`config.mk`:
```
export PLATFORM = sky130hd
export DESIGN_NAME = signed_int_to_base_digits_unit_flat
export DESIGN_NICKNAME = d
export VERILOG_FILES = /design/src/sidb_pkg.sv /design/src/sidb_stream_if.sv /design/src/signed_int_to_base_digits_unit.sv /design/src/flat_wrapper.sv
export SDC_FILE = /design/constraint.sdc
export NUM_CORES = 1
export LEC_CHECK = 0
export BUFFER_PORTS_ARGS = -buffer_cell sky130_fd_sc_hd__buf_2
export CAP_MARGIN = 20
export CORE_MARGIN = 2
export CORE_UTILIZATION = 50
export CTS_CLUSTER_DIAMETER = 100
export CTS_CLUSTER_SIZE = 12
export DETAILED_ROUTE_END_ITERATION = 10
export GPL_TIMING_DRIVEN = 0
export PLACE_DENSITY = 0.7
export SLEW_MARGIN = 5
export SYNTH_ARGS = -nofsm -noshare
export SYNTH_HDL_FRONTEND = slang
export SYNTH_SLANG_ARGS = --single-unit
```
`constraint.sdc`:
```
create_clock -name clk -period 18.03 [get_ports clk]
set_input_delay 2.7045 -clock clk [delete_from_list [all_inputs] [get_ports clk]]
set_output_delay 2.7045 -clock clk [all_outputs]
set_load 0.03 [all_outputs]
```
`src/sidb_pkg.sv`:
```
// Shared types and constants of the signed integer to base digits unit.
// Used by the top level and the testbench; depends on nothing else.
package sidb_pkg;

	localparam int unsigned CFG_INDEX_W = 3;
	localparam int unsigned CFG_DATA_W  = 32;
	localparam int unsigned RADIX_W     = 5;
	localparam int unsigned VALUE_W     = 32;
	localparam int unsigned CHAR_W      = 8;

	localparam logic [CHAR_W-1:0] SYM_PLUS  = 8'h2B;
	localparam logic [CHAR_W-1:0] SYM_MINUS = 8'h2D;

	typedef enum logic [CFG_INDEX_W-1:0] {
		CFG_RADIX      = 3'd0,
		CFG_SYM_LO     = 3'd1,
		CFG_SYM_MID_LO = 3'd2,
		CFG_SYM_MID_HI = 3'd3,
		CFG_SYM_HI     = 3'd4
	} cfg_reg_t;

	typedef enum logic [1:0] {
		ST_IDLE,
		ST_CHECK,
		ST_DIVIDE,
		ST_EMIT
	} state_t;

	typedef struct packed {
		logic signed [VALUE_W-1:0] value;
	} number_item_t;

	typedef struct packed {
		logic [CHAR_W-1:0] text_char;
		logic              is_last;
	} char_item_t;

endpackage

```
`src/sidb_stream_if.sv`:
```
// Valid/ready stream channel carrying one item of a given payload type.
// Payload types come from sidb_pkg.
interface sidb_stream_if #(
	parameter type payload_t = logic
) ();
	logic     valid;
	logic     ready;
	payload_t data;

	modport source (output valid, output data, input ready);
	modport sink (input valid, input data, output ready);
endinterface

```
`src/signed_int_to_base_digits_unit.sv`:
```
// Signed integer to text in a configurable base, one character per output item.
// Depends on sidb_pkg and sidb_stream_if.

// A number is taken when the unit is idle and leaves as text, most significant
// digit first, with a leading '-' for negative values and is_last on the final
// character. The alphabet (radix and up to MAX_SYMBOLS symbols) is to be written
// through the configuration port only while the unit is idle; the unit itself does
// not enforce this. An item taken with an invalid alphabet yields no output. A
// number with D digits is taken, its alphabet is checked, then it is divided D
// times by the radix on a shared restoring divider that retires eight quotient
// bits a cycle, and its D characters (plus one for the sign) leave through the
// output register at one a cycle when not stalled. The next number is taken as
// soon as its last character sits in the output register.
module signed_int_to_base_digits_unit #(
	parameter int unsigned MAX_SYMBOLS = 16,
	parameter int unsigned VALUE_BITS  = 32
) (
	input  logic                               clk,
	input  logic                               arst_n,
	input  logic                               cfg_we,
	input  logic [sidb_pkg::CFG_INDEX_W-1:0]   cfg_index,
	input  logic [sidb_pkg::CFG_DATA_W-1:0]    cfg_data,
	sidb_stream_if.sink                        number,
	sidb_stream_if.source                      text
);

	localparam int unsigned SYM_IW     = $clog2(MAX_SYMBOLS);
	localparam int unsigned STEPS      = 8;
	localparam int unsigned DIV_CYCLES = (VALUE_BITS + STEPS - 1) / STEPS;
	localparam int unsigned DW         = DIV_CYCLES * STEPS;
	localparam int unsigned STEP_W     = (DIV_CYCLES > 1) ? $clog2(DIV_CYCLES) : 1;
	localparam int unsigned IDX_W      = $clog2(VALUE_BITS);

	sidb_pkg::state_t state_q, state_d;

	logic [sidb_pkg::RADIX_W-1:0] radix_q;
	logic [sidb_pkg::CHAR_W-1:0]  sym_q [MAX_SYMBOLS];

	logic [SYM_IW-1:0]     dig_store_q [VALUE_BITS];
	logic [DW-1:0]         div_q, div_nx;
	logic [SYM_IW-1:0]     rem_q, rem_nx;
	logic [STEP_W-1:0]     step_q;
	logic [IDX_W-1:0]      dig_idx_q, emit_idx_q;
	logic                  neg_q, sign_q;
	logic                  out_valid_q;
	logic [sidb_pkg::CHAR_W-1:0] out_char_q;
	logic                  out_last_q;

	logic [VALUE_BITS-1:0] raw, mag;
	logic [SYM_IW:0]       radix_div;
	logic                  alpha_ok;
	logic                  last_step, quot_zero, load, emit_done, accept;

	assign raw       = number.data.value[VALUE_BITS-1:0];
	assign mag       = raw[VALUE_BITS-1] ? (~raw + 1'b1) : raw;
	assign radix_div = radix_q[SYM_IW:0];
	assign last_step = (step_q == STEP_W'(DIV_CYCLES - 1));
	assign quot_zero = (div_nx[VALUE_BITS-1:0] == '0);
	assign load      = (state_q == sidb_pkg::ST_EMIT) && (!out_valid_q || text.ready);
	assign emit_done = load && !sign_q && (emit_idx_q == '0);
	assign accept    = number.valid && number.ready;

	// Alphabet check: radix in range, no sign characters, no repeats among the
	// symbols in use.
	always_comb begin
		alpha_ok = (radix_q >= sidb_pkg::RADIX_W'(2))
			&& (radix_q <= sidb_pkg::RADIX_W'(MAX_SYMBOLS));
		for (int i = 0; i < MAX_SYMBOLS; i++) begin
			if (sidb_pkg::RADIX_W'(i) < radix_q) begin
				if (sym_q[i] == sidb_pkg::SYM_PLUS || sym_q[i] == sidb_pkg::SYM_MINUS)
					alpha_ok = 1'b0;
				for (int j = i + 1; j < MAX_SYMBOLS; j++) begin
					if (sidb_pkg::RADIX_W'(j) < radix_q && sym_q[i] == sym_q[j])
						alpha_ok = 1'b0;
				end
			end
		end
	end

	// Eight restoring steps of the shared divider. The dividend shifts out at
	// the top while quotient bits enter at the bottom.
	always_comb begin
		logic [SYM_IW-1:0] r;
		logic [DW-1:0]     d;
		logic [SYM_IW:0]   t;
		r = rem_q;
		d = div_q;
		t = '0;
		for (int i = 0; i < STEPS; i++) begin
			t = {r, d[DW-1]};
			d = {d[DW-2:0], 1'b0};
			if (t >= radix_div) begin
				r    = SYM_IW'(t - radix_div);
				d[0] = 1'b1;
			end else begin
				r = t[SYM_IW-1:0];
			end
		end
		rem_nx = r;
		div_nx = d;
	end

	always_comb begin
		state_d = state_q;
		unique case (state_q)
			sidb_pkg::ST_IDLE: begin
				if (number.valid)
					state_d = sidb_pkg::ST_CHECK;
			end
			sidb_pkg::ST_CHECK: begin
				state_d = alpha_ok ? sidb_pkg::ST_DIVIDE : sidb_pkg::ST_IDLE;
			end
			sidb_pkg::ST_DIVIDE: begin
				if (last_step && quot_zero)
					state_d = sidb_pkg::ST_EMIT;
			end
			sidb_pkg::ST_EMIT: begin
				if (emit_done)
					state_d = sidb_pkg::ST_IDLE;
			end
			default: state_d = sidb_pkg::ST_IDLE;
		endcase
	end

	always_comb begin
		number.ready        = (state_q == sidb_pkg::ST_IDLE);
		text.valid          = out_valid_q;
		text.data.text_char = out_char_q;
		text.data.is_last   = out_last_q;
	end

	always_ff @(posedge clk or negedge arst_n) begin
		if (!arst_n) begin
			state_q     <= sidb_pkg::ST_IDLE;
			step_q      <= '0;
			sign_q      <= 1'b0;
			out_valid_q <= 1'b0;
		end else begin
			state_q <= state_d;
			if (state_q == sidb_pkg::ST_DIVIDE)
				step_q <= last_step ? '0 : step_q + 1'b1;
			else
				step_q <= '0;
			if (state_q == sidb_pkg::ST_DIVIDE && last_step && quot_zero)
				sign_q <= neg_q;
			else if (load)
				sign_q <= 1'b0;
			if (load)
				out_valid_q <= 1'b1;
			else if (text.ready)
				out_valid_q <= 1'b0;
		end
	end

	always_ff @(posedge clk or negedge arst_n) begin
		if (!arst_n) begin
			radix_q <= '0;
			for (int s = 0; s < MAX_SYMBOLS; s++)
				sym_q[s] <= '0;
		end else if (cfg_we) begin
			if (cfg_index == sidb_pkg::CFG_RADIX)
				radix_q <= cfg_data[sidb_pkg::RADIX_W-1:0];
			// Symbols past MAX_SYMBOLS can never be in use and are not kept.
			for (int s = 0; s < MAX_SYMBOLS; s++) begin
				if (cfg_index == sidb_pkg::CFG_INDEX_W'(int'(sidb_pkg::CFG_SYM_LO) + (s >> 2)))
					sym_q[s] <= cfg_data[8 * (s & 3) +: 8];
			end
		end
	end

	always_ff @(posedge clk) begin
		if (accept) begin
			div_q     <= DW'(mag);
			rem_q     <= '0;
			neg_q     <= raw[VALUE_BITS-1];
			dig_idx_q <= '0;
		end else if (state_q == sidb_pkg::ST_DIVIDE) begin
			if (last_step) begin
				dig_store_q[dig_idx_q] <= rem_nx;
				if (quot_zero) begin
					emit_idx_q <= dig_idx_q;
				end else begin
					dig_idx_q <= dig_idx_q + 1'b1;
					div_q     <= div_nx;
					rem_q     <= '0;
				end
			end else begin
				div_q <= div_nx;
				rem_q <= rem_nx;
			end
		end
		if (load) begin
			if (sign_q) begin
				out_char_q <= sidb_pkg::SYM_MINUS;
				out_last_q <= 1'b0;
			end else begin
				out_char_q <= sym_q[dig_store_q[emit_idx_q]];
				out_last_q <= (emit_idx_q == '0);
				emit_idx_q <= emit_idx_q - 1'b1;
			end
		end
	end

	// The partial remainder always stays below the radix while dividing.
	a_rem_below_radix: assert property (@(posedge clk) disable iff (!arst_n)
		(state_q == sidb_pkg::ST_DIVIDE) |-> ({1'b0, rem_q} < radix_div))
		else $error("partial remainder reached the radix");

	// Every digit sent out indexes a symbol that is in use.
	a_digit_in_alphabet: assert property (@(posedge clk) disable iff (!arst_n)
		(load && !sign_q) |->
		(sidb_pkg::RADIX_W'(dig_store_q[emit_idx_q]) < radix_q))
		else $error("emitted digit outside the alphabet");

	// A sign is never the final character of a number.
	a_sign_not_last: assert property (@(posedge clk) disable iff (!arst_n)
		(out_valid_q && out_char_q == sidb_pkg::SYM_MINUS) |-> !out_last_q)
		else $error("minus sign flagged as last character");

	// A rejected alphabet sends the unit straight back to idle with no output.
	a_reject_silent: assert property (@(posedge clk) disable iff (!arst_n)
		(state_q == sidb_pkg::ST_CHECK && !alpha_ok && !out_valid_q) |=>
		(state_q == sidb_pkg::ST_IDLE && !out_valid_q))
		else $error("item with invalid alphabet produced output");

endmodule

```
`src/flat_wrapper.sv`:
```
// flat-port wrapper written by rule: the top's interface ports become plain ports
module signed_int_to_base_digits_unit_flat 
#(
	parameter int unsigned MAX_SYMBOLS = 16,
	parameter int unsigned VALUE_BITS  = 32
)
  (clk, arst_n, cfg_we, cfg_index, cfg_data, number_valid, number_data, number_ready, text_valid, text_data, text_ready);
  sidb_stream_if #(.payload_t(sidb_pkg::number_item_t)) number_i ();
  sidb_stream_if #(.payload_t(sidb_pkg::char_item_t)) text_i ();
  input  logic clk;
  input  logic arst_n;
  input  logic cfg_we;
  input  logic [sidb_pkg::CFG_INDEX_W-1:0] cfg_index;
  input  logic [sidb_pkg::CFG_DATA_W-1:0] cfg_data;
  input wire logic [$bits(number_i.valid)-1:0] number_valid;
  input wire logic [$bits(number_i.data)-1:0] number_data;
  output wire logic [$bits(number_i.ready)-1:0] number_ready;
  output wire logic [$bits(text_i.valid)-1:0] text_valid;
  output wire logic [$bits(text_i.data)-1:0] text_data;
  input wire logic [$bits(text_i.ready)-1:0] text_ready;
  assign number_i.valid = number_valid;
  assign number_i.data = number_data;
  assign number_ready = number_i.ready;
  assign text_valid = text_i.valid;
  assign text_data = text_i.data;
  assign text_i.ready = text_ready;
  signed_int_to_base_digits_unit #(.MAX_SYMBOLS(MAX_SYMBOLS), .VALUE_BITS(VALUE_BITS)) u_core (.clk(clk), .arst_n(arst_n), .cfg_we(cfg_we), .cfg_index(cfg_index), .cfg_data(cfg_data), .number(number_i), .text(text_i));
endmodule
```
; Word-level counts from Yosys, hierarchy flattened
; Memories as Yosys holds them, arrays and structs flattened. A register that Yosys moved wholly into a read port is not among the register bits.
; Cells that the tools add are included.
[totals]
mem_bits_rw = 128
input_bits = 72
word_cells = 598
out_inout_bits = 11
reg_bits = 195
n_memories = 1
[classes]
eq_ne = 165
muxes = 199
n_lt_le_gt_ge = 27
n_reduce_logical = 163
bitwise_logic = 3
addsub = 12
[mem_list]
columns = memory, depth, word_bits, rd, rd_ports_with_merged_regs, write_ports, line
row1 = u_core.dig_store_q, 32, 4, 1, 1, 1, signed_int_to_base_digits_unit.sv:39  ; logic [SYM_IW-1:0] dig_store_q [VALUE_BITS];
[op_table]
columns = operator, count
row1 = $eq 8x8->1, 120
row2 = $eq 8x6->1 const B, 32
row3 = $mux 1, 168
row4 = $mux 32, 5
row5 = $logic_and 1x1->1, 128
row6 = $ge 5x5->1, 8
row7 = $lt 4x5->1 const A, 8
row8 = $mux 4, 10
row9 = $add 32x1->32 const B, 1
row10 = $bmux 8 s4, 1
row11 = $logic_not 32->1, 1
row12 = $not 32->32, 1
row13 = $sub 4x4->4, 8
row14 = $mux 5, 6
row15 = $lt 3x5->1 const A, 4
row16 = $logic_or 1x1->1, 17
row17 = $mux 8, 2
row18 = $reduce_and 2->1, 7
row19 = $mux 2, 6
row20 = $lt 1x5->1 const A, 2
row21 = $lt 2x5->1 const A, 2
row22 = $pmux 2 s4, 1
row23 = $eq 2x2->1 const B, 3
row24 = $eq 3x2->1 const B, 2
row25 = other kinds (20), 26

; Depth between registers and ports, before layout
[logic_depth]
depth_word = 156
mapped_depth = 60
depth_no_buf = 58

; Least setup slack after synthesis
; OpenSTA, ideal clock, no wires.
[synth_timing]
path_kind = register to register
start = reg u_core.radix_q (netlist bit u_core.radix_div[1])
end = reg u_core.div_q[0] (enable)
path_buffers = 2
period_less_slack_ns = 13.301
setup_time_ns = 0.400
required_time_ns = 17.630
arrival_time_ns = 12.901
stages_incl_launch_ff = 57
setup_slack_ns = 4.729
cell_sequence = dfrtp_1 -> clkbuf_1 -> inv_1 -> ha_1 -> a21o_1 -> a21o_1 -> a21o_1 -> a21o_1 -> buf_2 -> mux2_2 -> inv_1 -> ha_1 -> a21o_1 -> a21o_1 -> a21o_1 -> a21oi_1 -> mux2i_1 -> ha_1 -> [... 21 more ...] -> a21oi_2 -> mux2_2 -> inv_1 -> ha_1 -> a21o_1 -> a21o_1 -> a21o_1 -> a21oi_1 -> o21ai_0 -> ha_1 -> a21o_1 -> a21o_1 -> a21o_1 -> a21oi_1 -> nand4_1 -> nor3_1 -> a31o_2 -> inv_1
[synth_via]
elab_chain_cells = 19
word_cells_on_any_way = 33
classes_between = 7 x add/sub / 8 x order compare / 1 x eq/ne / 15 x mux / 2 x reduce/logical
[synth_lines]
columns = element, line
row1 = start: declaration, signed_int_to_base_digits_unit.sv:36  ; logic [sidb_pkg::RADIX_W-1:0] radix_q;
row2 = start signal: assignment, signed_int_to_base_digits_unit.sv:162  ; radix_q <= cfg_data[sidb_pkg::RADIX_W-1:0];
row3 = $sub 4x4->4 or $ge 5x5->1 (tied branches), "signed_int_to_base_digits_unit.sv:93, signed_int_to_base_digits_unit.sv:92"
row4 = $mux 4, signed_int_to_base_digits_unit.sv:92  ; if (t >= radix_div) begin
row5 = $sub 4x4->4 or $ge 5x5->1 (tied branches), "signed_int_to_base_digits_unit.sv:93, signed_int_to_base_digits_unit.sv:92"
row6 = $mux 4, signed_int_to_base_digits_unit.sv:92
row7 = $sub 4x4->4 or $ge 5x5->1 (tied branches), "signed_int_to_base_digits_unit.sv:93, signed_int_to_base_digits_unit.sv:92"
row8 = $mux 4, signed_int_to_base_digits_unit.sv:92
row9 = $ge 5x5->1 or $sub 4x4->4 (tied branches), "signed_int_to_base_digits_unit.sv:92, signed_int_to_base_digits_unit.sv:93"
row10 = $mux 4, signed_int_to_base_digits_unit.sv:92
row11 = [... 3 more ...], -
row12 = $mux 4, signed_int_to_base_digits_unit.sv:92
row13 = $sub 4x4->4 or $ge 5x5->1 (tied branches), "signed_int_to_base_digits_unit.sv:93, signed_int_to_base_digits_unit.sv:92"
row14 = $mux 4, signed_int_to_base_digits_unit.sv:92
row15 = $ge 5x5->1, signed_int_to_base_digits_unit.sv:92
row16 = $mux 1, signed_int_to_base_digits_unit.sv:92
row17 = $logic_not 32->1 (*), signed_int_to_base_digits_unit.sv:58  ; assign quot_zero = (div_nx[VALUE_BITS-1:0] == '0);
row18 = $ne 3x3->1 (no source line) (*), -
row19 = $reduce_and 2->1 (no source line) (*), -
row20 = end signal: assignment, signed_int_to_base_digits_unit.sv:173  ; div_q <= DW'(mag);
row21 = end signal: assignment, signed_int_to_base_digits_unit.sv:184  ; div_q <= div_nx;
row22 = end signal: assignment, signed_int_to_base_digits_unit.sv:188  ; div_q <= div_nx;
row23 = end: declaration, signed_int_to_base_digits_unit.sv:40  ; logic [DW-1:0] div_q, div_nx;
; Every way passes the cells marked *; elsewhere a longest branch is shown, timed or not.
; A chain may end at the register's enable or synchronous reset.

; Worst setup path after layout
[layout_timing]
start = reg u_core.radix_q (netlist bit u_core.radix_div[1])
end = reg u_core.div_q[26] (enable)
; Same word-level chain as after synthesis.

==> impl_metrics.json <==
{
  "dr_wl_met3_um": 19100,
  "synth_cells": 2930,
  "max_cap_violations": 0,
  "ant_nets": 0,
  "drc": 0,
  "synth_edf_count": 170,
  "antenna_found_initial": 4,
  "worstPathRequired_ps": 18360,
  "routed.top_layer": "met5",
  "grt_pass1_wl_um": 198000,
  "gp_congestion": 1.10,
  "die_h_um": 244,
  "syn_avg_cell_area_um2": 9.79,
  "nNetsFinal": 3224,
  "setup_violations": 0,
  "first_iter_violations": 4153,
  "drt-wirelength-per-cell_um": 37.1,
  "cpMostUsedCell": "a21o_1",
  "cp-start-kind": "register",
  "cts_made_buffers": 34,
  "area_growth_pct": 10.6,
  "synth_cell_types": 79,
  "io_pins": 83,
  "track_usage_pct": 47.8,
  "max_slew_margin_pct": 13.7,
  "reg2reg_depth": 57,
  "clkTransAtPathRegs_ps": 60,
  "clock-sinks": 323,
  "path_class": "reg -> reg",
  "htreeDepth": 2,
  "critPathMaxStageDelay_ps": 710,
  "finalSetupTns_ps": 0,
  "post_cts_buffers": 0,
  "max-clock-path-buffers": 3,
  "synth_warnings": 0,
  "crit_path_end_kind": "register",
  "grt_max_degree": 78,
  "critPathArrivalTime_ps": 16620,
  "via_count": 26200,
  "utilization_pct": 56.0,
  "worst_slew_pin_slew_ps": 1290,
  "seq_area_frac_synth_pct": 30.9,
  "ys_seq_elements": 323,
  "synthArstFlopShare_pct": 43.0,
  "clk_latency_ps": 580,
  "fin_crit_ps": 16290,
  "initial_core_util_pct": 50.7,
  "fin_worst_skew_ps": 25.4,
  "cts-resized-gates": 0,
  "slew_violations": 0,
  "ctsHoldBuffers": 0,
  "chipWidth_um": 244,
  "status": "completed",
  "syn_nets": 3058,
  "fmax_mhz": 61.4,
  "fin_crit_sh_pct": 90.3,
  "coreArea_mm2": 0.0566,
  "rows": 87,
  "numPortBuffers": 82,
  "critPathCapture": "u_core.div_q[26]",
  "wl_met2_um": 61000,
  "grt_remaining_overflow": 0,
  "hold_path.class": "reg -> reg",
  "die_area_mm2": 0.0593,
  "r2r-start": "u_core.radix_div[1]",
  "rr_endpoint": "u_core.div_q[26]",
  "crit_path_max_fanout": 17,
  "fill_cells": 4951,
  "hold_ws_ps": 448,
  "slowest_stage": "dfrtp_1",
  "cts_tree": "done",
  "drt_wl_total_um": 143000,
  "rrSetupSlack_ps": 1740,
  "dp_hpwl_um": 99900,
  "crit_start": "u_core.radix_div[1]",
  "drive_above_1_share_pct": 17.3,
  "grt_pass1_vias": 25700,
  "wl_met1_um": 49700,
  "ys.flop_type": "edfxtp_1",
  "vias_per_cell": 6.77,
  "rsz0062_at_grt": "no",
  "root_buffer": "clkbuf_16",
  "syn-cell-area_mm2": 0.0287,
  "firstDrtPassIters": 8,
  "hold_viol": 0
}
sequential cells by signal (all words and copies together), names as in the netlist, named ones only:
signal              flops
u_core.dig_store_q    128
u_core.sym_q          128
u_core.div_q           32
u_core.out_char_q       8
u_core.dig_idx_q        5
u_core.emit_idx_q       5
u_core.radix_div        5
u_core.rem_q            4
u_core.step_q           2
u_core.neg_q            1
u_core.out_last_q       1
u_core.sign_q           1
u_core.state_q          1
u_core.text.valid       1
placed cells by master, fill, tap and decap left out, types with 41 or more instances in the layout:
master    synthesis  final
dfrtp_1         139    139
mux2i_1          64     63
nand2_1         108    108
nand4_1         150    150
buf_2           120    204
mux2_2          174    174
o21ai_0          65     65
nor3_1           69     69
ha_1             48     48
edfxtp_1        170    170
nor2_1           66     65
xor2_1          420    420
inv_1            41     41
clkbuf_1         93    100
xnor2_1         599    599
buf_1           100     97
nor4_1          124    124
per-stage QoR:
| stage | cell area, µm² | cells | setup slack, ps |
|---|---|---|---|
| global placement | 30000 | 3768 | 1800 |
| detailed placement | 30500 | 3801 | 1750 |
| global route | 31700 | 3864 | 675 |
| floorplan | 28700 | 2930 | 4730 |
| finish | 31700 | 3867 | 1740 |
| CTS | 31500 | 3849 | 1660 |
cells in the mapped netlist (4+ instances only):
cell,n,area share [%]
xnor2_1,599,18
dfxtp_1,14,0.98
a22oi_1,14,0.37
edfxtp_1,170,18
nor2_1,66,0.86
a21o_1,38,0.99
mux2i_1,64,2.2
buf_1,100,1.3
nand4b_1,16,0.49
o22ai_1,7,0.15
or2_2,4,0.087
nand3_1,31,0.54
buf_4,5,0.13
or4_1,6,0.16
o21ai_0,65,1.1
a21oi_1,37,0.65
nand2b_1,13,0.28
o21ai_1,11,0.19
or3_1,4,0.087
fa_1,8,0.56
inv_1,41,0.54
o41ai_1,6,0.18
xor2_1,420,13
nor3_1,69,1.2
nand4_1,150,3.3
o211ai_1,4,0.10
dfrtp_1,139,12
mux2_2,174,6.8
nand2_1,108,1.4
nor2b_1,5,0.11
o31ai_1,12,0.31
buf_2,120,2.1
o311ai_0,5,0.15
ha_1,48,2.1
a31oi_1,36,0.79
nor4_1,124,2.7
nand3b_1,6,0.16
clkbuf_1,93,1.2
mux4_2,32,2.5
metal layers:
layer  up-vias  global-route usage [%]
met5         -                       0
met4         4                    37.1
met3       729                    17.5
met2      2176                    71.1
met1     12700                    55.9
li1      10600                       -
logic make-up after synthesis:
family	synth area share (%)
xor+xnor	31.1
simple gates	12.1
buf+inv	5.47
flops	30.9
compound gates	6.18
mux	11.6
fa+ha+maj	2.65
worst max-delay path, delay by kind of cell (launching register included):
kind,cells,cell delay [ps]
muxes,5,1700
buffers and inverters,7,1700
DFF,1,710
AOI/OAI and AO/OA,35,8320
and+or+nand+nor,2,1030
adders and majority gates,8,2530
worst min-delay path by stage:
stage | from | to | slack, ps | cells after the start
floorplan | u_core.step_q[0] | u_core.step_q[0] | 410 | 1
global placement | u_core.step_q[0] | u_core.step_q[0] | 430 | 1
detailed placement | u_core.step_q[0] | u_core.step_q[0] | 430 | 1
CTS | u_core.step_q[0] | u_core.step_q[0] | 450 | 1
global route | u_core.step_q[0] | u_core.step_q[0] | 470 | 1
finish | u_core.step_q[0] | u_core.step_q[0] | 450 | 1
area by class of cell:
cell class / count / area, µm² / share of cell area [%]
plain buffers: 322 / 1410 / 4.45
flip-flops and latches: 323 / 8860 / 28.0
well taps: 756 / 946 / 2.98
repair buffers: 130 / 1070 / 3.38
clock inverters: 6 / 87.6 / 0.276
inverters: 44 / 165 / 0.521
diodes: 3 / 7.51 / 0.0237
clock buffers: 42 / 881 / 2.78
multi-input cells: 2241 / 18300 / 57.6
Power is not shown: default switching activity piles up to over one toggle a cycle in this logic, so the estimate is an artifact.
